`src/hw/rtl/rbb_pkg.sv`:
```
// shared types, constants and helpers for the rgb box blur block
// no dependencies; imported by every module of the block except rbb_ram
package rbb_pkg;

    localparam int MAX_RADIUS = 7;
    localparam int MAX_WIDTH  = 2048;
    localparam int MAX_HEIGHT = 2048;

    localparam int STORE_ROWS = 2 * MAX_RADIUS;
    localparam int WIN_COLS   = 2 * MAX_RADIUS + 1;
    localparam int MEM_DEPTH  = STORE_ROWS * MAX_WIDTH;

    localparam int RAD_W  = 3;
    localparam int DIM_W  = 12;
    localparam int COL_W  = $clog2(MAX_WIDTH);
    localparam int SLOT_W = $clog2(STORE_ROWS);
    localparam int ADDR_W = $clog2(MEM_DEPTH);
    localparam int CNT_W  = $clog2(WIN_COLS + 1);
    localparam int PIX_W  = 24;
    localparam int CSUM_W = 12;
    localparam int WSUM_W = 16;
    localparam int NUM_W  = WSUM_W + 1;
    localparam int DIV_W  = 9;
    localparam int CFG_W  = 12;
    localparam int QDEPTH = 2;

    // configuration register indexes
    typedef enum logic [1:0] {
        CFG_RADIUS = 2'd0,
        CFG_WIDTH  = 2'd1,
        CFG_HEIGHT = 2'd2
    } t_cfg_idx;

    typedef struct packed {
        logic [7:0] red;
        logic [7:0] green;
        logic [7:0] blue;
    } t_pix_in;

    typedef struct packed {
        logic [7:0] blur_red;
        logic [7:0] blur_green;
        logic [7:0] blur_blue;
        logic       last_of_frame;
    } t_pix_out;

    // clamped configuration seen by the datapath
    typedef struct packed {
        logic [RAD_W-1:0] radius;
        logic [DIM_W-1:0] width;
        logic [DIM_W-1:0] height;
    } t_cfg;

    // classified item passed from front to back
    typedef struct packed {
        t_pix_in           pix;
        logic [DIM_W-1:0]  row;
        logic [COL_W-1:0]  col;
        logic [SLOT_W-1:0] slot;
        logic              in_image;
        logic              col_valid;
        logic              first_col;
        logic              produce;
        logic              last;
    } t_cmd;

    // twice the window area, (2R+1)^2 * 2
    function automatic logic [DIV_W-1:0] win_div(input logic [RAD_W-1:0] rad);
        logic [DIV_W-1:0] side;
        logic [2*DIV_W-1:0] prod;
        side = DIV_W'({rad, 1'b1});
        prod = side * side;
        return DIV_W'({prod[DIV_W-2:0], 1'b0});
    endfunction

endpackage

```
`src/hw/rtl/rbb_queue.sv`:
```
// short command queue between front and back end
// depends on rbb_pkg
module rbb_queue (
    input  logic          i_clk,
    input  logic          i_rst_n,
    input  logic          i_push,
    input  rbb_pkg::t_cmd i_cmd,
    output logic          o_full,
    input  logic          i_pop,
    output logic          o_valid,
    output rbb_pkg::t_cmd o_cmd
);
    import rbb_pkg::*;

    localparam int PTR_W = $clog2(QDEPTH);

    t_cmd               r_mem [QDEPTH];
    logic [PTR_W-1:0]   r_wp, r_rp;
    logic [PTR_W:0]     r_cnt;

    assign o_full  = r_cnt == (PTR_W+1)'(QDEPTH);
    assign o_valid = r_cnt != '0;
    assign o_cmd   = r_mem[r_rp];

    // storage
    always_ff @(posedge i_clk) begin
        if (i_push) begin
            r_mem[r_wp] <= i_cmd;
        end
    end

    // pointers and fill level
    always_ff @(posedge i_clk) begin
        if (!i_rst_n) begin
            r_wp  <= '0;
            r_rp  <= '0;
            r_cnt <= '0;
        end else begin
            if (i_push) begin
                r_wp <= (r_wp == PTR_W'(QDEPTH - 1)) ? '0 : r_wp + 1'b1;
            end
            if (i_pop) begin
                r_rp <= (r_rp == PTR_W'(QDEPTH - 1)) ? '0 : r_rp + 1'b1;
            end
            case ({i_push, i_pop})
                2'b10:   r_cnt <= r_cnt + 1'b1;
                2'b01:   r_cnt <= r_cnt - 1'b1;
                default: r_cnt <= r_cnt;
            endcase
        end
    end
endmodule

```
`config.mk`:
```
export PLATFORM = sky130hd
export DESIGN_NAME = rbb_queue
export DESIGN_NICKNAME = d
export VERILOG_FILES = /design/src/hw/rtl/rbb_pkg.sv /design/src/hw/rtl/rbb_queue.sv
export SDC_FILE = /design/constraint.sdc
export NUM_CORES = 1
export LEC_CHECK = 0
export BUFFER_PORTS_ARGS = -buffer_cell sky130_fd_sc_hd__buf_2
export CORE_MARGIN = 1.5
export CORE_UTILIZATION = 50
export CTS_BUF_LIST = sky130_fd_sc_hd__clkbuf_4 sky130_fd_sc_hd__clkbuf_8
export CTS_CLUSTER_DIAMETER = 80
export DETAILED_ROUTE_END_ITERATION = 10
export GPL_ROUTABILITY_DRIVEN = 1
export GPL_TIMING_DRIVEN = 0
export PLACE_DENSITY = 0.84
export SETUP_SLACK_MARGIN = 0.2
export SYNTH_ARGS = -nofsm -noshare
export SYNTH_HDL_FRONTEND = slang
export SYNTH_SLANG_ARGS = --single-unit
```
`constraint.sdc`:
```
create_clock -name i_clk -period 4.27 [get_ports i_clk]
set_input_delay 0.6405 -clock i_clk [delete_from_list [all_inputs] [get_ports i_clk]]
set_output_delay 0.6405 -clock i_clk [all_outputs]
set_load 0.03 [all_outputs]
```
==> results by group, run 1 <==
Outcome
  • Status: complete, no violations

Floorplanning
  • IO Pins: 118
  • # rows: 33
  • Die area: 0.00907 mm2
  • Die width: roughly 95 um
  • Die height: 95.2 um
  • Core Box Area: a little over 0.008 mm2
  • Initial Util: 51.8%

Layout
  • Most common cell after layout, fill and taps aside: buf_2
  • Most frequent cells in the layout: 119 x buf_2, 112 x edfxtp_1, 56 x mux2_2, 17 x clkbuf_8, 5 x dfxtp_1
  • Layout cells sized above 1: around three fifths
  • Area growth, synth to finish: 26.6%
  • Nets@finish: about 400
  • Fin cells: about 450

Worst setup path
  • Worst Path Max Fanout: 10
  • CP arrival: ~1800 ps
  • CP endpoint kind: output port
  • WP data required: ~3600 ps
  • Startpoint types: register
  • Crit path kind: register to output port

Timing
  • Unrepaired setup endpoints after global routing: false
  • Tmin final: ~2400 ps
  • Relative slew slack: between 30% and 40%
  • Tcrit/Tclk final: between 50% and 60%
  • Max-slew violations: 0
  • Fmax: around 420 MHz
  • Endpoints failing hold: 0
  • Slew @ Worst Pin: 939 ps
  • Setup TNS: 0 ps
  • Final Skew: just over 6 ps
  • Setup violators final: 0
  • PnR worst setup slack: roughly 1900 ps

Placed design
  • IO Port Bufs: roughly 120
  • DPL Wire Length: about 4700 um
  • Routability cong.: 0.667
  • Pre-CTS setup slack: 2080 ps
  • Cell total after placement: 420

Clock tree
  • Clk pin slew, worst setup/hold paths: approximately 70 ps
  • H-tree lvl count: 4
  • Root buffer cell: clkbuf_8
  • Clk Latency, worst-skew pair: between 400 and 500 ps
  • Post_cts resized: 0
  • Post-CTS Setup Bufs: 0
  • Clk sinks: 117
  • CTS tree: built
  • # hold bufs at CTS: 0
  • CTS Buffer Depth: 2
  • Total CTS buffers: 17

Drt
  • Starting DRT DRC Count: 95
  • ANT nets after route: 0
  • Drt total wl: about 7000 um
  • DRC Markers: 0
  • Vias: between 2000 and 2500
  • Vias per inst: just under 5
  • 1st-pass router iterations: 4
  • Routed len/inst: roughly 16 um

Global routing
  • Pin count of the biggest net entering global routing: 33
  • First-pass GRT wire length: 10900 um
  • GRT Total Usage: approximately 17%
  • Vias in the first global route: around 2300
  • Congestion Overflow GR: 0
  • Initial antenna violation count: 1

Synthesis
  • Sequential share of the synthesized area: between 80 and 90%
  • Mapped Cells: slightly below 200
  • YS warnings: 0
  • Top cell type's share of synthesized area: approximately 79%
  • Top post-synthesis cells by area: edfxtp_1 79%, mux2_2 15%, dfxtp_1 2.4%, buf_4 0.71%, and2_1 0.59%
  • Syn Std Cell Area: between 0.004 and 0.005 mm2
  • Post-synth top area cell: edfxtp_1
  • Syn Area/Cell: ~22 um2
  • Synth cell types: 18
  • #FFs+latches synth: about 120
  • Synthesized Nets: 257

Power and ir drop
  • Internal Power: between 1.5 and 2 mW
  • Power density of the placed cells: 485 mW/mm2
  • Worst VDD drop: 252 uV
  • Power share of the clock group: around a third
  • Combinational share of power: 13.4%
  • Leak: 2.05 nW
  • Switching share of total power: 24.4%
  • Net Sw Power: ~640 uW
  • Seq pwr share: 51.3%
  • Total power: approximately 2.6 mW

Worst hold path
  • Worst Hold Class: input port to register

Flow run
  • Maxcap violations: 0
logic make-up after synthesis:
| logic type | count (synthesis) | synth area share [%] |
|---|---|---|
| mux | 56 | 14.8 |
| buf+inv | 7 | 1.03 |
| flops | 117 | 81.4 |
| fa+ha+maj | 1 | 0.294 |
| simple gates | 9 | 1.32 |
| xor+xnor | 3 | 0.618 |
| compound gates | 3 | 0.471 |
layer usage:
| layer | up-vias | GRT usage [%] | share of wire [%] |
|---|---|---|---|
| met5 | - | 0 | 0 |
| met4 | 0 | 7.84 | 0.79 |
| met3 | 6 | 7.34 | 7.8 |
| met1 | 1084 | 17.9 | 40 |
| li1 | 1051 | - | - |
| met2 | 85 | 29.0 | 52 |
synthesized netlist by cell type, drive strengths merged:
cell type	count
a21boi	1
and2	4
and2b	1
buf	6
dfxtp	5
edfxtp	112
ha	1
inv	1
mux2	56
nor2	1
nor2b	1
o21a	1
o21ai	1
or2	1
or3	1
xnor2	2
xor2	1
per-stage QoR:
step                      cell area (um2)  hold WS [ps]  utilization (%)
after CTS                            5380           387             65.5
after global routing                 5380           383             65.5
after global placement               4970           475             60.5
after detailed placement             5020           549             61.1
final                                5380           418             65.5
after floorplan                      4250           461                -
area by class of cell:
class	count	area, um2
inverter	1	3.75
buffer	6	40.0
clock buffer	19	249
timing repair buffer	119	626
antenna	1	2.50
fill	595	2830
multi-input combinational	72	754
sequential	117	3460
tap	105	131
clock inverter	12	114
worst max-delay path, cell delays in order, from the launching register on:
cell and delay [ps]:
dfxtp_1 320, buf_2 250, buf_4 240, mux2_2 360, buf_2 180
worst paths after layout:
kind,cells past startpoint,from,slack [ps],endpoint
setup / recovery,4,register,1880,o_cmd[18]
hold / removal,1,i_cmd[14],420,r_mem[1][14]
setup reg to reg,2,r_wp,2580,r_mem[0][5]
hold reg to reg,2,r_cnt[1],550,r_cnt[1]
power groups by stage:
stage	clock [mW]	sequential, mW	combinational (mW)
2_1_floorplan	0	1.36	0.243
5_1_grt	0.997	1.35	0.375
4_1_cts	0.946	1.34	0.357
6_report	0.920	1.34	0.351
3_3_place_gp	0	1.37	0.342
3_5_place_dp	0	1.37	0.355
registers in the layout, indices dropped and copies added, names as in the netlist, named ones only:
register	cells
r_wp	1
r_rp	1
r_cnt	2
r_mem	112
(Power assumes the default switching activity.)
==> run 2: changes to the inputs <==
clock period = 2.4 ns   (was 4.27 ns; I/O delays follow)
==> run 2 against run 1 <==
Against the previous run:
- worst setup slack got worse by 1500 ps
- register-to-register slack got worse by 1900 ps
- cell area increased by 0.93%
- routed wire length shrank 2.3%
- die area unchanged
- sequential power is 78% higher
- flip-flop and latch count unchanged
==> results by group, run 2 (synthesized netlist as in run 1, its figures left out) <==
Outcome
  • Status: complete, no violations (unchanged)

Timing
  • Fmax: 484 MHz
  • Slew @ Worst Pin: 937 ps (was 939 ps)
  • Relative slew slack: 37.4% (was 37.3%)
  • Setup TNS: 0 ps (unchanged)
  • Tcrit/Tclk final: 86.0%
  • Unrepaired setup endpoints after global routing: false (unchanged)
  • Endpoints failing hold: 0 (unchanged)
  • Max-slew violations: 0 (unchanged)
  • Setup violators final: 0 (unchanged)
  • Final Skew: 7.18 ps (was 6.14 ps)
  • Tmin final: a little over 2000 ps

Drt
  • DR top layer: met4 (unchanged)
  • Starting DRT DRC Count: 68 (was 95)
  • ANT nets after route: 0 (unchanged)
  • DRT met1 WL: 2700 um (was 2850 um)
  • Vias: 2244 (was 2226)
  • Metal3 WL: 569 um (was 557 um)
  • DRC Markers: 0 (unchanged)
  • Vias per inst: 4.96 (was 4.92)
  • Routed len/inst: 15.5 um (was 15.9 um)
  • Drt total wl: 7010 um (was 7180 um)
  • Met2 Wirelength: 3660 um (was 3710 um)
  • 1st-pass router iterations: 4 (unchanged)

Floorplanning
  • Initial Util: 51.8% (unchanged)
  • Die height: 95.2 um (unchanged)
  • Die area: 0.00907 mm2 (unchanged)
  • Core Box Area: 0.00822 mm2 (unchanged)
  • IO Pins: 118 (unchanged)
  • # rows: 33 (unchanged)
  • Die width: 95.2 um (unchanged)

Clock tree
  • # hold bufs at CTS: 0 (unchanged)
  • Clk sinks: 117 (unchanged)
  • CTS Buffer Depth: 2 (unchanged)
  • Total CTS buffers: 17 (unchanged)
  • H-tree lvl count: 4 (unchanged)
  • Clk pin slew, worst setup/hold paths: 70 ps (about the same)
  • Root buffer cell: clkbuf_8 (unchanged)
  • Post_cts resized: 0 (unchanged)
  • CTS tree: built (unchanged)
  • Clk Latency, worst-skew pair: 400 ps (was 410 ps)
  • Post-CTS Setup Bufs: 0 (unchanged)

Layout
  • Nets@finish: 395 (unchanged)
  • Most frequent cells in the layout: 118 x buf_2, 112 x edfxtp_1, 56 x mux2_2, 17 x clkbuf_8 (was 119 x buf_2, 112 x edfxtp_1, 56 x mux2_2, 17 x clkbuf_8, 5 x dfxtp_1)
  • # diodes: 0 (was 1)
  • Post-Layout Inst Area: 0.00543 mm2 (was 0.00538 mm2)
  • Layout cells sized above 1: 62.5% (was 61.6%)
  • Largest Register: r_mem (unchanged)
  • Most common cell after layout, fill and taps aside: buf_2 (unchanged)
  • Regs by FF count: r_mem (112), r_cnt (2) (unchanged)
  • Max FFs per register: 112 (unchanged)
  • Area growth, synth to finish: 27.8% (was 26.6%)

Worst setup path
  • CP endpoint kind: output port (unchanged)
  • Slowest stage cell on the critical path: mux2_2 (unchanged)
  • Crit path cell chain: clkbuf_4 > buf_4 > mux2_2 > buf_2 (was buf_2 > buf_4 > mux2_2 > buf_2)
  • Worst Path Max Fanout: 10 (unchanged)
  • Startpoint types: register (unchanged)
  • Crit path kind: register to output port (unchanged)
  • CP arrival: 1700 ps (was 1750 ps)
  • WP data required: 2040 ps (was 3630 ps)
  • Crit-path max cell delay: 360 ps (about the same)

Global routing
  • Vias in the first global route: 2277 (was 2326)
  • Congestion Overflow GR: 0 (unchanged)
  • Pin count of the biggest net entering global routing: 32 (was 33)
  • Initial antenna violation count: 0 (was 1)
  • GRT Total Usage: 16.3% (was 16.9%)
  • First-pass GRT wire length: 10500 um (was 10900 um)

Placed design
  • Routability cong.: 0.681 (was 0.667)
  • DPL Wire Length: 4630 um (was 4720 um)
  • Placed cell area: 0.00502 mm2 (unchanged)
  • IO Port Bufs: 117 (unchanged)

Power and ir drop
  • Worst VDD drop: 592 uV (was 252 uV)
  • Total power: 4.81 mW (was 2.61 mW)
  • Power density of the placed cells: 885 mW/mm2 (was 485 mW/mm2)
  • Leak: 2.08 nW (was 2.05 nW)

Worst hold path
  • Worst Hold Class: input port to register (unchanged)

Flow run
  • Maxcap violations: 0 (unchanged)
## run 2: layout make-up
type,instances,area (um2)
inverter,1,3.75
timing repair buffer,119,626
tap,105,131
multi-input combinational,72,754
sequential,117,3460
clock inverter,12,156
fill,597,2780
clock buffer,20,256
buffer,6,42.5
## run 2: worst paths after layout
check                           startpoint            to  slack [ps]  cells after the start
worst max register to register        r_wp  r_mem[0][14]         720                      2
worst min-delay path             i_cmd[36]  r_mem[1][36]         140                      1
worst min register to register    r_cnt[1]      r_cnt[1]         520                      2
worst max-delay path              register      o_cmd[3]         340                      4
## run 2: where the power goes
part,internal [mW],leakage (nW),switching [mW],total [mW]
clock network,1.06,0.211,0.735,1.80
registers,2.36,1.09,0.0287,2.39
logic,0.236,0.775,0.388,0.624
total,3.66,2.08,1.15,4.81
## run 2: per-layer routing
layer | track usage [%] | up-vias
li1 | - | 1049
met1 | 17.7 | 1099
met2 | 27.5 | 87
met3 | 7.97 | 9
met4 | 5.72 | 0
met5 | 0 | -
## run 2: worst max-delay path, delay by kind of cell, from the launching register on
kind | cells | cell delay (ps)
buf+inv | 3 | 620
flops | 1 | 320
mux | 1 | 360
## run 2: metrics by stage
stage	utilization [%]	hold WS [ps]	setup WS [ps]	cells
floorplan	-	459	264	196
global placement	60.6	479	-493	418
detailed placement	61.1	503	497	420
CTS	66.1	96.9	221	452
global route	66.1	96.2	209	452
finish	66.1	138	336	452
