`config.mk`:
```
export PLATFORM = sky130hd
export DESIGN_NAME = rbb_front
export DESIGN_NICKNAME = d
export VERILOG_FILES = /design/src/hw/rtl/rbb_pkg.sv /design/src/hw/rtl/rbb_front.sv
export SDC_FILE = /design/constraint.sdc
export NUM_CORES = 1
export LEC_CHECK = 0
export BUFFER_PORTS_ARGS = -buffer_cell sky130_fd_sc_hd__buf_2
export CORE_AREA = 5 5 147 149
export CTS_CLUSTER_DIAMETER = 100
export DETAILED_ROUTE_END_ITERATION = 12
export DIE_AREA = 0 0 152 154
export RECOVER_POWER = 50
export SLEW_MARGIN = 20
export SYNTH_ARGS = -nofsm -noshare
export SYNTH_HDL_FRONTEND = slang
export SYNTH_SLANG_ARGS = --single-unit
```
`constraint.sdc`:
```
create_clock -name i_clk -period 5.6 [get_ports i_clk]
set_input_delay 0 -clock i_clk [delete_from_list [all_inputs] [get_ports i_clk]]
set_output_delay 0 -clock i_clk [all_outputs]
set_load 0.05 [all_outputs]
```
`src/hw/rtl/rbb_pkg.sv`:
```
// shared types, constants and helpers for the rgb box blur block
// no dependencies; imported by every module of the block except rbb_ram
package rbb_pkg;

    localparam int MAX_RADIUS = 7;
    localparam int MAX_WIDTH  = 2048;
    localparam int MAX_HEIGHT = 2048;

    localparam int STORE_ROWS = 2 * MAX_RADIUS;
    localparam int WIN_COLS   = 2 * MAX_RADIUS + 1;
    localparam int MEM_DEPTH  = STORE_ROWS * MAX_WIDTH;

    localparam int RAD_W  = 3;
    localparam int DIM_W  = 12;
    localparam int COL_W  = $clog2(MAX_WIDTH);
    localparam int SLOT_W = $clog2(STORE_ROWS);
    localparam int ADDR_W = $clog2(MEM_DEPTH);
    localparam int CNT_W  = $clog2(WIN_COLS + 1);
    localparam int PIX_W  = 24;
    localparam int CSUM_W = 12;
    localparam int WSUM_W = 16;
    localparam int NUM_W  = WSUM_W + 1;
    localparam int DIV_W  = 9;
    localparam int CFG_W  = 12;
    localparam int QDEPTH = 2;

    // configuration register indexes
    typedef enum logic [1:0] {
        CFG_RADIUS = 2'd0,
        CFG_WIDTH  = 2'd1,
        CFG_HEIGHT = 2'd2
    } t_cfg_idx;

    typedef struct packed {
        logic [7:0] red;
        logic [7:0] green;
        logic [7:0] blue;
    } t_pix_in;

    typedef struct packed {
        logic [7:0] blur_red;
        logic [7:0] blur_green;
        logic [7:0] blur_blue;
        logic       last_of_frame;
    } t_pix_out;

    // clamped configuration seen by the datapath
    typedef struct packed {
        logic [RAD_W-1:0] radius;
        logic [DIM_W-1:0] width;
        logic [DIM_W-1:0] height;
    } t_cfg;

    // classified item passed from front to back
    typedef struct packed {
        t_pix_in           pix;
        logic [DIM_W-1:0]  row;
        logic [COL_W-1:0]  col;
        logic [SLOT_W-1:0] slot;
        logic              in_image;
        logic              col_valid;
        logic              first_col;
        logic              produce;
        logic              last;
    } t_cmd;

    // twice the window area, (2R+1)^2 * 2
    function automatic logic [DIV_W-1:0] win_div(input logic [RAD_W-1:0] rad);
        logic [DIV_W-1:0] side;
        logic [2*DIV_W-1:0] prod;
        side = DIV_W'({rad, 1'b1});
        prod = side * side;
        return DIV_W'({prod[DIV_W-2:0], 1'b0});
    endfunction

endpackage

```
`src/hw/rtl/rbb_front.sv`:
```
// front end: tracks the frame position and classifies each input transfer
// depends on rbb_pkg
module rbb_front (
    input  logic           i_clk,
    input  logic           i_rst_n,
    input  rbb_pkg::t_cfg  i_cfg,
    input  logic           i_valid,
    input  rbb_pkg::t_pix_in i_data,
    input  logic           i_full,
    output logic           o_stall,
    output logic           o_push,
    output rbb_pkg::t_cmd  o_cmd
);
    import rbb_pkg::*;

    logic [DIM_W-1:0]  r_row, n_row;
    logic [DIM_W-1:0]  r_col, n_col;
    logic [SLOT_W-1:0] r_slot, n_slot;
    logic [DIM_W:0]    col_end, row_end, row_ext, col_ext;
    logic              row_done, frame_done, accept;

    assign o_stall = i_full;
    assign accept  = i_valid && !i_full;

    // last fed column and row of the padded frame
    assign col_end = {1'b0, i_cfg.width} + {{(DIM_W-RAD_W+1){1'b0}}, i_cfg.radius} - 1'b1;
    assign row_end = {1'b0, i_cfg.height} + {{(DIM_W-RAD_W+1){1'b0}}, i_cfg.radius} - 1'b1;
    assign row_done   = {1'b0, r_col} >= col_end;
    assign frame_done = {1'b0, r_row} >= row_end;

    // position relative to the window center
    assign row_ext = {1'b0, r_row} - {{(DIM_W-RAD_W+1){1'b0}}, i_cfg.radius};
    assign col_ext = {1'b0, r_col} - {{(DIM_W-RAD_W+1){1'b0}}, i_cfg.radius};

    // classification
    always_comb begin
        o_cmd.pix       = i_data;
        o_cmd.row       = r_row;
        o_cmd.col       = r_col[COL_W-1:0];
        o_cmd.slot      = r_slot;
        o_cmd.col_valid = r_col < i_cfg.width;
        o_cmd.in_image  = (r_row < i_cfg.height) && (r_col < i_cfg.width);
        o_cmd.first_col = r_col == '0;
        o_cmd.produce   = (r_row >= DIM_W'(i_cfg.radius)) && (r_col >= DIM_W'(i_cfg.radius))
                          && (row_ext[DIM_W-1:0] < i_cfg.height)
                          && (col_ext[DIM_W-1:0] < i_cfg.width);
        o_cmd.last      = row_done && frame_done;
    end
    assign o_push = accept;

    // position and store slot update
    always_comb begin
        n_row  = r_row;
        n_col  = r_col;
        n_slot = r_slot;
        if (accept) begin
            if (row_done) begin
                n_col = '0;
                if (frame_done) begin
                    n_row  = '0;
                    n_slot = '0;
                end else begin
                    n_row  = r_row + 1'b1;
                    n_slot = (r_slot == SLOT_W'(STORE_ROWS - 1)) ? '0 : r_slot + 1'b1;
                end
            end else begin
                n_col = r_col + 1'b1;
            end
        end
    end

    always_ff @(posedge i_clk) begin
        if (!i_rst_n) begin
            r_row  <= '0;
            r_col  <= '0;
            r_slot <= '0;
        end else begin
            r_row  <= n_row;
            r_col  <= n_col;
            r_slot <= n_slot;
        end
    end
endmodule

```
==> parameters.txt, run 1 <==
Parameter                              Value

Outcome
  Outcome ... complete, no violations

Final layout
  Layout cell share with drive strength beyond 1 ... 10.0%
  Number of nets in the layout ... 815
  Total area of sequential cells ... 561 µm²
  Antenna diode count ... 0
  Area used by multi-input combinational logic ... 3740 µm²
  Final std cells w/o fill ... 918
  Signed area change from the synthesized netlist to the final layout ... 8.40%
  FILL cells ... 2247

GRT
  Met2 Track Usage GR ... 17.3%
  Global-route wire length before repair ... 20500 µm
  Met1 Resource Use GR ... 14.5%
  Number of antenna violations at the first check in global routing ... 0
  Overall global routing resource usage ... 10.4%
  Via count of the first global-routing pass ... 4103
  Largest net degree at the start of global routing ... 17
  Grt peak-use layer ... met2
  Met3 track utilization from global routing ... 1.10%
  Final global-route overflow total ... 0

Power
  Switching pwr ... 240 µW
  Total internal power ... 468 µW
  Fraction of power spent switching nets ... 33.9%
  Clock power share ... 30.0%
  Cell area power density ... 133 nW/µm²
  Part of the total power dissipated in sequential elements ... 28.5%
  IR drop worst, VDD ... 124 µV
  Pleak ... 0.00253 µW
  Share of power burned in combinational logic ... 41.5%

Synth
  Seq/Total Area, Yosys ... 11.4%
  Flip-flop and latch count after synthesis ... 28
  Most numerous cell in the Yosys netlist ... sky130_fd_sc_hd__ha_1
  Area share of the leading cell type in the synthesized netlist ... 27.3%
  Fraction of synthesis flops using an asynchronous set or reset pin ... 0%
  Nets in the synthesized netlist ... 793
  Distinct cell type count after synthesis ... 54
  Avg Synthesized Cell Area ... 7.82 µm²
  Synthesized cell area ... 4900 µm²
  Post-synthesis instance total ... 627
  Yosys top cell by area ... sky130_fd_sc_hd__ha_1
  Count of warnings emitted by yosys ... 0
  Post-synth top flop ... sky130_fd_sc_hd__dfxtp_1
  Top cells by instance count after synthesis ... sky130_fd_sc_hd__ha_1, sky130_fd_sc_hd__inv_1, sky130_fd_sc_hd__a21oi_1
  Top area cells in the synthesized netlist ... sky130_fd_sc_hd__ha_1, sky130_fd_sc_hd__dfxtp_1, sky130_fd_sc_hd__inv_1
  Number of flops mapped to enable cells by yosys ... 0

CTS
  Number of H-tree levels ... 1
  CTS Sinks ... 28
  Clock tree from TritonCTS ... done
  Hold_buf cts ... 0
  Clock Pin Slew Worst Setup and Hold Paths ... 0.07 ns
  Maximum root-to-sink buffer count ... 2
  CTS buffer count ... 3
  Cell at the root of the clock tree ... sky130_fd_sc_hd__clkbuf_16
  Buffer count from post-CTS setup fixing ... 0
  Number of gates resized after CTS ... 0
  Worst-Skew Late Latency ... 0.26 ns

Detailed routing
  Via density ... 4.59
  Detailed-router iteration count before antenna repair ... 4
  Count of antenna-violating nets left after detailed routing ... 0
  Initial DRC Count ... 175
  Count of vias placed by the detailed router ... 4214
  Wire length per cell ... 13.5 µm
  Aggregate routed wire length ... 12400 µm
  DRC errors left ... 0

Timing
  Post-route setup TNS ... 0 ns
  Clock period minus worst slack ... 4.25 ns
  Max-slew violation total from the final report ... 0
  Worst-case headroom to the max-slew limit ... 53.1%
  FMAX ... 0.235 GHz
  Endpoints failing hold ... 0
  Skew final ... 0.00499 ns
  RSZ-0062 raised after global routing ... false
  Slew at the pin closest to its max-slew limit ... 0.697 ns
  Final setup vio count ... 0
  Share of the clock period used by the worst path after layout ... 75.9%

Worst setup path
  Data arrival, critical path ... 4.43 ns
  Startpoint of the most critical setup path ... i_cfg[25]
  CP required ... 5.78 ns
  Startpoint of the worst-slack reg-to-reg timing path ... r_row[0]
  CP Max Fanout ... 13
  Worst Setup End Kind ... register
  Setup Crit Path Kind ... in2reg
  Register-to-Register Path Depth ... 9
  Sort of element at the start of the critical path ... input pin

Run
  Count of max-cap constraint violations ... 0

Min path
  Class of the tightest hold or removal check ... in2out
  Critical hold path startpoint ... i_data[3]
  Cells on Worst Hold Path ... 0

Placed design
  Buffers on Ports ... 64
  Half-perimeter wire length after detailed placement ... 10500 µm
  Weighted congestion at the end of routability-driven global placement ... 0.850
  Placed cell count ... 914

Floorplan
  Height of the die ... 154 µm
  Placeable core area ... 20000 µm²
  Count of pins on the block boundary ... 113
  Starting Density ... 24.5%
  Total Die Area ... 23400 µm²
  Die extent in x ... 152 µm
  Total number of placement rows ... 52
-- power by group through the flow --
stage	registers (µW)	logic, µW	clock network (µW)
final	202	294	213
after global routing	202	340	227
after CTS	201	298	219
after detailed placement	206	295	0
after global placement	206	292	0
after floorplan	206	274	0
-- cell type report --
| class | instances | area share, % |
|---|---|---|
| clock buffer | 3 | 1.41 |
| clock inverter | 1 | 0.565 |
| inverter | 74 | 5.23 |
| multi-input combinational | 478 | 70.3 |
| sequential | 28 | 10.5 |
| tap | 270 | 6.36 |
| timing repair buffer | 64 | 5.58 |
-- logic make-up after synthesis --
kind of cell | synth area share [%]
buffers and inverters | 12.4
and+or+nand+nor | 17.4
DFF | 11.4
muxes | 0.485
xor gates and xnor gates | 8.04
AOI/OAI and AO/OA | 21.3
adders and majority gates | 28.9
-- through the flow --
stage                     setup slack [ns]  power [µW]  area (µm²)  utilization (%)  hold slack, ns
after global placement                1.23         498        5230             26.1        0.000341
after detailed placement              1.11         501        5230             26.1        0.000341
after floorplan                       1.33         480        4900                -           0.128
after CTS                             1.39         718        5340             26.6        0.000341
after global routing                  1.01         768        5310             26.5       0.0000651
final                                 1.35         708        5310             26.5       0.0000220
-- final timing paths --
| check | to | slack [ns] |
|---|---|---|
| worst min-delay path | o_cmd[35] | 0.00002 |
| worst max-delay path | r_slot[0] | 1.35 |
| worst min register to register | r_slot[3] | 0.54 |
| worst max register to register | r_slot[0] | 2.53 |
-- layout by cell type (no fill, tap or decap), types with 3 or more instances in the layout --
cell type                   instances
sky130_fd_sc_hd__a21boi_0           6
sky130_fd_sc_hd__o21a_1             3
sky130_fd_sc_hd__a211oi_2           3
sky130_fd_sc_hd__nand3_1           21
sky130_fd_sc_hd__inv_1             74
sky130_fd_sc_hd__o21ai_0           24
sky130_fd_sc_hd__xor2_1            21
sky130_fd_sc_hd__nand4_1           13
sky130_fd_sc_hd__nor2b_1           12
sky130_fd_sc_hd__or3_1              4
sky130_fd_sc_hd__clkbuf_1          19
sky130_fd_sc_hd__and3_1             5
sky130_fd_sc_hd__nand2_1           38
sky130_fd_sc_hd__a211o_1            3
sky130_fd_sc_hd__o211ai_1           6
sky130_fd_sc_hd__clkbuf_16          3
sky130_fd_sc_hd__o22ai_1            4
sky130_fd_sc_hd__dfxtp_1           28
sky130_fd_sc_hd__nor2_1            38
sky130_fd_sc_hd__ha_1             107
sky130_fd_sc_hd__nor4_1             4
sky130_fd_sc_hd__a21oi_1           46
sky130_fd_sc_hd__o22ai_2            5
sky130_fd_sc_hd__fa_1               4
sky130_fd_sc_hd__nand2b_1          14
sky130_fd_sc_hd__a21o_1            17
sky130_fd_sc_hd__o21ai_1            7
sky130_fd_sc_hd__nor3_1            10
sky130_fd_sc_hd__a211oi_1           8
sky130_fd_sc_hd__buf_2             45
sky130_fd_sc_hd__xnor2_1           24
sky130_fd_sc_hd__a2111oi_1          3
-- sequential cells by signal (all words and copies together), names as in the netlist --
| name | flops |
|---|---|
| r_slot | 4 |
| r_row | 12 |
| r_col | 12 |
-- routing by layer --
metal	vias to the layer above	wire [µm]
li1	2226	-
met1	1908	6310
met2	76	5500
met3	4	514
met4	0	75
met5	-	0
-- worst max-delay path, cell delays in order --
cell	delay, ns
sky130_fd_sc_hd__buf_2	0.11
sky130_fd_sc_hd__inv_1	0.22
sky130_fd_sc_hd__ha_1	0.29
sky130_fd_sc_hd__inv_1	0.06
sky130_fd_sc_hd__ha_1	0.20
sky130_fd_sc_hd__inv_1	0.07
sky130_fd_sc_hd__fa_1	0.39
sky130_fd_sc_hd__nor2b_1	0.11
sky130_fd_sc_hd__o21ai_0	0.10
sky130_fd_sc_hd__a21oi_1	0.19
sky130_fd_sc_hd__o21ai_0	0.13
sky130_fd_sc_hd__a211o_1	0.32
sky130_fd_sc_hd__o311a_1	0.35
sky130_fd_sc_hd__ha_1	0.29
sky130_fd_sc_hd__a21oi_1	0.11
sky130_fd_sc_hd__o21ai_0	0.20
sky130_fd_sc_hd__a21boi_2	0.55
sky130_fd_sc_hd__nand3_2	0.39
sky130_fd_sc_hd__o31ai_1	0.33
No activity file was read; power rests on OpenSTA's default activity.
==> run 2, diff against run 1 <==
- ABC_AREA: default -> 1
- CORE_AREA: 5 5 147 149 -> 5 5 148 150
- DIE_AREA: 0 0 152 154 -> 0 0 153 155
- clock period: 5.6 -> 4 ns (I/O delays scaled with it)
==> run 2 against run 1 <==
Register-to-register slack worse by 1.0 ns. Combinational power up 37%. Synthesized cell count up 17%. Final area up 2.4%. Critical path depth down 4.
==> parameters.txt, run 2 <==
Parameter                              Value

Worst setup path
  Setup Crit Path Kind ... reg2out
  Crit-path slowest cell ... sky130_fd_sc_hd__dfxtp_1
  Crit-path leading delay family ... adder cells
  Ordered list of cells on the worst path ... inv_1 -> ha_1 -> fa_1 -> o21ai_0 -> nor3_1 -> xor2_1 -> ha_1 -> nand2_1 -> o21ai_0 -> a21oi_1 -> o21ai_0 -> nand3_1 -> nand3_1 -> nor2_1 -> buf_2
  CP Max Fanout ... 6 (-7)
  Worst Setup End Kind ... output port
  Largest stage delay, worst path ... 0.45 ns (-0.10 ns)
  CP required ... 4.00 ns (-1.78 ns)
  CP dominant cell by count ... sky130_fd_sc_hd__o21ai_0
  Data arrival, critical path ... 3.55 ns (-0.88 ns)
  Combined buffer and inverter count along the critical path ... 2 (-2)
  Sort of element at the start of the critical path ... register

CTS
  CTS buffer count ... 3 (unchanged)
  Clock Pin Slew Worst Setup and Hold Paths ... 0.07 ns (about the same)
  Hold_buf cts ... 0 (unchanged)
  Maximum root-to-sink buffer count ... 2 (unchanged)
  CTS Sinks ... 28 (unchanged)
  Worst-Skew Late Latency ... 0.26 ns (about the same)
  Cell at the root of the clock tree ... sky130_fd_sc_hd__clkbuf_16
  Number of H-tree levels ... 1 (unchanged)
  Buffer count from post-CTS setup fixing ... 0 (unchanged)
  Clock tree from TritonCTS ... done

Detailed routing
  Count of antenna-violating nets left after detailed routing ... 0 (unchanged)
  Initial DRC Count ... 195 (+11%)
  Aggregate routed wire length ... 12500 µm (+1.0%)
  Via density ... 4.41 (-4.0%)
  Wire length per cell ... 12.1 µm (-10%)
  DRC errors left ... 0 (unchanged)
  Count of vias placed by the detailed router ... 4552 (+8.0%)
  Detailed-router iteration count before antenna repair ... 4 (unchanged)

GRT
  Grt peak-use layer ... met2
  Largest net degree at the start of global routing ... 26 (+9)
  Number of antenna violations at the first check in global routing ... 0 (unchanged)
  Global-route wire length before repair ... 21200 µm (+3.5%)
  Met3 track utilization from global routing ... 0.890% (-0.21 points)
  Met2 Track Usage GR ... 17.8% (+0.53 points)
  Via count of the first global-routing pass ... 4517 (+10%)
  Met1 Resource Use GR ... 14.6% (+0.023 points)
  Final global-route overflow total ... 0 (unchanged)
  Overall global routing resource usage ... 10.5% (+0.18 points)

Synth
  Dominant combinational cell family by area after synthesis ... adder cells
  Fraction of synthesis flops using an asynchronous set or reset pin ... 0% (unchanged)
  Most numerous cell in the Yosys netlist ... sky130_fd_sc_hd__nand2_1
  Distinct cell type count after synthesis ... 42 (-22%)
  Compound-gate portion of the synthesized area ... 12.0% (-9.3 points)
  Area share of and/or/nand/nor cells after synthesis ... 23.9% (+6.4 points)
  Multiplexer share of the synthesized area ... 0% (-0.48 points)
  Yosys top cell by area ... sky130_fd_sc_hd__ha_1
  Post-synthesis instance total ... 736 (+17%)
  Top area cells in the synthesized netlist ... sky130_fd_sc_hd__ha_1, sky130_fd_sc_hd__dfxtp_1, sky130_fd_sc_hd__nand2_1
  Seq/Total Area, Yosys ... 11.2% (-0.28 points)
  Nets in the synthesized netlist ... 902 (+14%)
  Count of warnings emitted by yosys ... 0 (unchanged)
  Share of synthesized cell area in full adder, half adder and majority cells ... 28.2% (-0.71 points)
  Xor/xnor cell area share of the yosys netlist ... 9.24% (+1.2 points)
  Top cells by instance count after synthesis ... sky130_fd_sc_hd__nand2_1, sky130_fd_sc_hd__inv_1, sky130_fd_sc_hd__ha_1
  Avg Synthesized Cell Area ... 6.83 µm² (-13%)
  Number of flops mapped to enable cells by yosys ... 0 (unchanged)
  Synthesized cell area ... 5020 µm² (+2.5%)
  Post-synth top flop ... sky130_fd_sc_hd__dfxtp_1
  Flip-flop and latch count after synthesis ... 28 (unchanged)
  Area share of the leading cell type in the synthesized netlist ... 26.6% (-0.67 points)

Timing
  RSZ-0062 raised after global routing ... false
  FMAX ... 0.282 GHz
  Worst-case headroom to the max-slew limit ... 57.0% (+4.0 points)
  Skew final ... 0.00158 ns (-0.00341 ns)
  Post-route setup TNS ... 0 ns (unchanged)
  Share of the clock period used by the worst path after layout ... 88.7%
  Slew at the pin closest to its max-slew limit ... 0.647 ns (-0.0495 ns)
  Endpoints failing hold ... 0 (unchanged)
  Max-slew violation total from the final report ... 0 (unchanged)
  Final setup vio count ... 0 (unchanged)
  Clock period minus worst slack ... 3.55 ns

Final layout
  Area used by multi-input combinational logic ... 3680 µm² (-1.4%)
  Final std cells w/o fill ... 1033 (+13%)
  Number of nets in the layout ... 926 (+14%)
  Largest registers ... r_col: 12 flops, r_row: 12 flops, r_slot: 4 flops
  Highest-count cells in the layout ignoring fill and taps ... sky130_fd_sc_hd__nand2_1, sky130_fd_sc_hd__inv_1, sky130_fd_sc_hd__ha_1
  Total area of sequential cells ... 562 µm² (+0.22%)
  Layout cell share with drive strength beyond 1 ... 9.37% (-0.66 points)
  Signed area change from the synthesized netlist to the final layout ... 8.29% (about the same)
  Antenna diode count ... 0 (unchanged)
  Most frequent standard cell in the layout excluding fill and tap cells ... sky130_fd_sc_hd__nand2_1
  FILL cells ... 2345 (+4.4%)

Floorplan
  Die extent in x ... 153 µm (+0.66%)
  Total number of placement rows ... 53 (+1.9%)
  Count of pins on the block boundary ... 113 (unchanged)
  Starting Density ... 24.4% (about the same)
  Height of the die ... 155 µm (+0.65%)
  Placeable core area ... 20600 µm² (+2.6%)
  Total Die Area ... 23700 µm² (+1.3%)

Run
  Count of max-cap constraint violations ... 0 (unchanged)

Placed design
  Weighted congestion at the end of routability-driven global placement ... 0.880 (+3.6%)
  Placed cell count ... 1030 (+13%)
  Half-perimeter wire length after detailed placement ... 10700 µm (+1.8%)
  Buffers on Ports ... 64 (unchanged)

Power
  IR drop worst, VDD ... 112 µV (-9.9%)
  Pleak ... 0.00288 µW (+14%)
  Cell area power density ... 167 nW/µm² (+25%)
  Post-layout total power ... 908 µW (+28%)

Outcome
  Outcome ... complete, no violations

Min path
  Class of the tightest hold or removal check ... in2out
==> run 2: cells by family after synthesis <==
family / count (synthesis)
adder cells (fa/ha/maj): 111
AO/OA/AOI/OAI: 109
XOR/XNOR: 53
AND/OR/NAND/NOR: 265
buffers and inverters: 170
flip-flops: 28
==> run 2: stage by stage <==
step | util (%) | instance area, µm² | setup WS (ns) | hold WS (ns)
global placement | 26.2 | 5390 | 0.499 | 0.000341
floorplan | - | 5020 | 0.595 | 0.163
CTS | 26.6 | 5460 | 0.182 | 0.000341
global route | 26.5 | 5440 | 0.122 | 0.0000719
detailed placement | 26.2 | 5390 | 0.495 | 0.000341
finish | 26.5 | 5440 | 0.453 | 0.0000193
==> run 2: worst paths after layout <==
check             startpoint        end  slack, ns  depth (start not counted)
setup / recovery    r_row[0]   o_cmd[1]       0.45                         15
hold reg to reg    r_slot[3]  r_slot[3]       0.54                          2
setup reg to reg    r_col[0]  r_col[11]       1.49                         17
hold / removal     i_data[2]  o_cmd[34]    0.00002                          0
==> run 2: worst register-to-register path, stage by stage, from the launching register on <==
cell and delay, ns:
sky130_fd_sc_hd__dfxtp_1 0.46, sky130_fd_sc_hd__inv_1 0.14, sky130_fd_sc_hd__ha_1 0.30, sky130_fd_sc_hd__inv_1 0.03, sky130_fd_sc_hd__nand2_1 0.06, sky130_fd_sc_hd__nand2_1 0.06, sky130_fd_sc_hd__nand2_1 0.06, sky130_fd_sc_hd__nand2_1 0.05
sky130_fd_sc_hd__nand2_1 0.08, sky130_fd_sc_hd__nand2_1 0.06, sky130_fd_sc_hd__nand2_1 0.05, sky130_fd_sc_hd__nand2_1 0.04, sky130_fd_sc_hd__nand2_1 0.05, sky130_fd_sc_hd__nand2_1 0.04, sky130_fd_sc_hd__nand2_1 0.14, sky130_fd_sc_hd__nand3_2 0.44
sky130_fd_sc_hd__nand2_1 0.28, sky130_fd_sc_hd__nor2_1 0.07
==> run 2: where the power goes <==
group / internal (µW) / switching (µW)
Clock: 133 / 91.6
Combinational: 158 / 244
Sequential: 280 / 2.46
==> run 2: area by class of cell <==
cell class	instances	area share [%]
multi-input cells	538	67.7
clock buffers	3	1.38
inverters	122	8.42
flip-flops and latches	28	10.3
repair buffers	67	5.86
well taps	275	6.32
==> run 2: repair_timing <==
action                                  4_1_cts  5_1_grt
endpoints found under the hold margin         0        0
resized for setup                             0        1
endpoints found under the setup margin        0        1
==> run 2: per-layer routing <==
| metal | vias to the layer above | wire [µm] |
|---|---|---|
| li1 | 2426 | - |
| met1 | 2039 | 6390 |
| met2 | 79 | 5550 |
| met3 | 8 | 467 |
| met4 | 0 | 115 |
| met5 | - | 0 |
==> run 3, diff against run 2 <==
- CTS_BUF_LIST: default -> sky130_fd_sc_hd__clkbuf_4 sky130_fd_sc_hd__clkbuf_8
==> run 3 against run 2 <==
First-iteration DRC count is the same. Final cell count is the same. Clock skew grew 0.0012 ns. Total power shrank 8.0%. Die area is the same. Via count grew 0.33%. Fmax shrank 0.53%.
==> parameters.txt, run 3 (same netlist as run 2, synthesis figures left out) <==
Parameter                              Value

Worst setup path
  CP dominant cell by count ... sky130_fd_sc_hd__o21ai_0
  Crit-path leading delay family ... adder cells
  CP required ... 4.00 ns (about the same)
  Combined buffer and inverter count along the critical path ... 2 (unchanged)
  CP Max Fanout ... 6 (unchanged)
  Ordered list of cells on the worst path ... inv_1 -> ha_1 -> fa_1 -> o21ai_0 -> nor3_1 -> xor2_1 -> ha_1 -> nand2_1 -> o21ai_0 -> a21oi_1 -> o21ai_0 -> nand3_1 -> nand3_1 -> nor2_1 -> buf_2
  Worst Setup End Kind ... output port
  Sort of element at the start of the critical path ... register
  Crit-path slowest cell ... sky130_fd_sc_hd__dfxtp_1
  Setup Crit Path Kind ... reg2out
  Data arrival, critical path ... 3.57 ns (+0.02 ns)
  Largest stage delay, worst path ... 0.46 ns (about the same)

CTS
  Number of H-tree levels ... 1 (unchanged)
  CTS buffer count ... 3 (unchanged)
  CTS Sinks ... 28 (unchanged)
  Worst-Skew Late Latency ... 0.27 ns (about the same)
  Clock tree from TritonCTS ... done
  Cell at the root of the clock tree ... sky130_fd_sc_hd__clkbuf_8
  Maximum root-to-sink buffer count ... 2 (unchanged)
  Clock Pin Slew Worst Setup and Hold Paths ... 0.09 ns (+0.02 ns)

Detailed routing
  Top layer used by detailed routing ... met4
  Met1 wire length ... 6310 µm (-1.2%)
  Wire length per cell ... 12.1 µm (-0.26%)
  Initial DRC Count ... 195 (unchanged)
  DRC errors left ... 0 (unchanged)
  Length of routed met2 wiring ... 5480 µm (-1.3%)
  Count of antenna-violating nets left after detailed routing ... 0 (unchanged)
  Met3 wirelength from detailed routing ... 519 µm (+11%)
  Count of vias placed by the detailed router ... 4567 (+0.33%)
  Detailed-router iteration count before antenna repair ... 4 (unchanged)
  Aggregate routed wire length ... 12500 µm (-0.26%)
  Via density ... 4.42 (+0.33%)

GRT
  Via count of the first global-routing pass ... 4490 (-0.60%)
  Final global-route overflow total ... 0 (unchanged)
  Overall global routing resource usage ... 10.5% (-0.064 points)
  Number of antenna violations at the first check in global routing ... 0 (unchanged)
  Global-route wire length before repair ... 21100 µm (-0.49%)
  Largest net degree at the start of global routing ... 26 (unchanged)

Timing
  FMAX ... 0.280 GHz (-0.53%)
  Slew at the pin closest to its max-slew limit ... 0.647 ns (+0.00000215 ns)
  Clock period minus worst slack ... 3.57 ns (+0.0191 ns)
  Final setup slack of the worst path ... 0.433 ns (-0.0191 ns)
  Max-slew violation total from the final report ... 0 (unchanged)
  Endpoints failing hold ... 0 (unchanged)
  Skew final ... 0.00282 ns (+0.00123 ns)
  Post-route setup TNS ... 0 ns (unchanged)
  RSZ-0062 raised after global routing ... false
  Worst-case headroom to the max-slew limit ... 57.0% (about the same)
  Final setup vio count ... 0 (unchanged)
  Share of the clock period used by the worst path after layout ... 89.2% (+0.48 points)

Final layout
  Design area ... 5410 µm² (-0.62%)
  Most frequent standard cell in the layout excluding fill and tap cells ... sky130_fd_sc_hd__nand2_1
  Antenna diode count ... 0 (unchanged)
  Highest-count cells in the layout ignoring fill and taps ... sky130_fd_sc_hd__nand2_1, sky130_fd_sc_hd__inv_1, sky130_fd_sc_hd__ha_1
  Signed area change from the synthesized netlist to the final layout ... 7.62%
  Number of nets in the layout ... 926 (unchanged)
  Layout cell share with drive strength beyond 1 ... 9.37% (unchanged)
  Largest registers ... r_col: 12 flops, r_row: 12 flops, r_slot: 4 flops

Floorplan
  Die extent in x ... 153 µm (unchanged)
  Count of pins on the block boundary ... 113 (unchanged)
  Height of the die ... 155 µm (unchanged)
  Starting Density ... 24.4% (unchanged)
  Total Die Area ... 23700 µm² (unchanged)
  Total number of placement rows ... 53 (unchanged)
  Placeable core area ... 20600 µm² (unchanged)

Placed design
  Setup slack at placement ... 0.495 ns (unchanged)
  Buffers on Ports ... 64 (unchanged)
  Total placed instance area ... 5390 µm² (unchanged)
  Weighted congestion at the end of routability-driven global placement ... 0.880 (unchanged)
  Half-perimeter wire length after detailed placement ... 10700 µm (unchanged)

Power
  Cell area power density ... 155 nW/µm² (-7.4%)
  IR drop worst, VDD ... 91.0 µV (-19%)
  Post-layout total power ... 836 µW (-8.0%)
  Pleak ... 0.00286 µW (-0.54%)

Run
  Count of max-cap constraint violations ... 0 (unchanged)

Min path
  Class of the tightest hold or removal check ... in2out

Outcome
  Outcome ... complete, no violations
## run 3: cell types whose count changed in the layout (fill, tap and decap cells not counted)
cell and delta:
sky130_fd_sc_hd__clkbuf_8 +3, sky130_fd_sc_hd__clkbuf_16 -3
## run 3: final cells by class
cell class,instances,area [µm²]
repair buffers,67,319
well taps,275,344
flip-flops and latches,28,562
inverters,122,458
multi-input cells,538,3680
clock buffers,3,41.3
fillers,2354,15100
## run 3: worst paths after layout
kind / slack (ns) / depth (start not counted) / endpoint / start
worst max-delay path: 0.43 / 15 / o_cmd[1] / r_row[0]
worst min-delay path: 0.00002 / 0 / o_cmd[34] / i_data[2]
worst max register to register: 1.50 / 17 / r_col[11] / r_col[0]
worst min register to register: 0.54 / 2 / r_slot[1] / r_slot[1]
## run 3: metrics by stage
step / std cells / hold WS [ns] / utilization, %
5_1_grt: 1033 / 0.0000719 / 26.3
4_1_cts: 1033 / 0.000341 / 26.4
3_3_place_gp: 1030 / 0.000341 / 26.2
3_5_place_dp: 1030 / 0.000341 / 26.2
6_report: 1033 / 0.0000193 / 26.3
2_1_floorplan: 736 / 0.163 / -
## run 3: layer usage
| metal | track usage (%) | up-vias |
|---|---|---|
| li1 | - | 2426 |
| met1 | 14.5 | 2050 |
| met2 | 17.7 | 81 |
| met3 | 0.890 | 10 |
| met4 | 2.50 | 0 |
| met5 | 0 | - |
## run 3: report_power, final
part | internal, µW | total (µW) | leakage (µW) | switching [µW]
registers | 280 | 282 | 0.000226 | 2.46
clock network | 67.5 | 152 | 0.0000216 | 84.1
logic | 158 | 402 | 0.00261 | 244
## run 3: repair_timing
action / in CTS / in global routing
buffers inserted: 0 / 0
resized for setup: 0 / 1
setup endpoints to repair: 0 / 1
hold buffers: 0 / 0
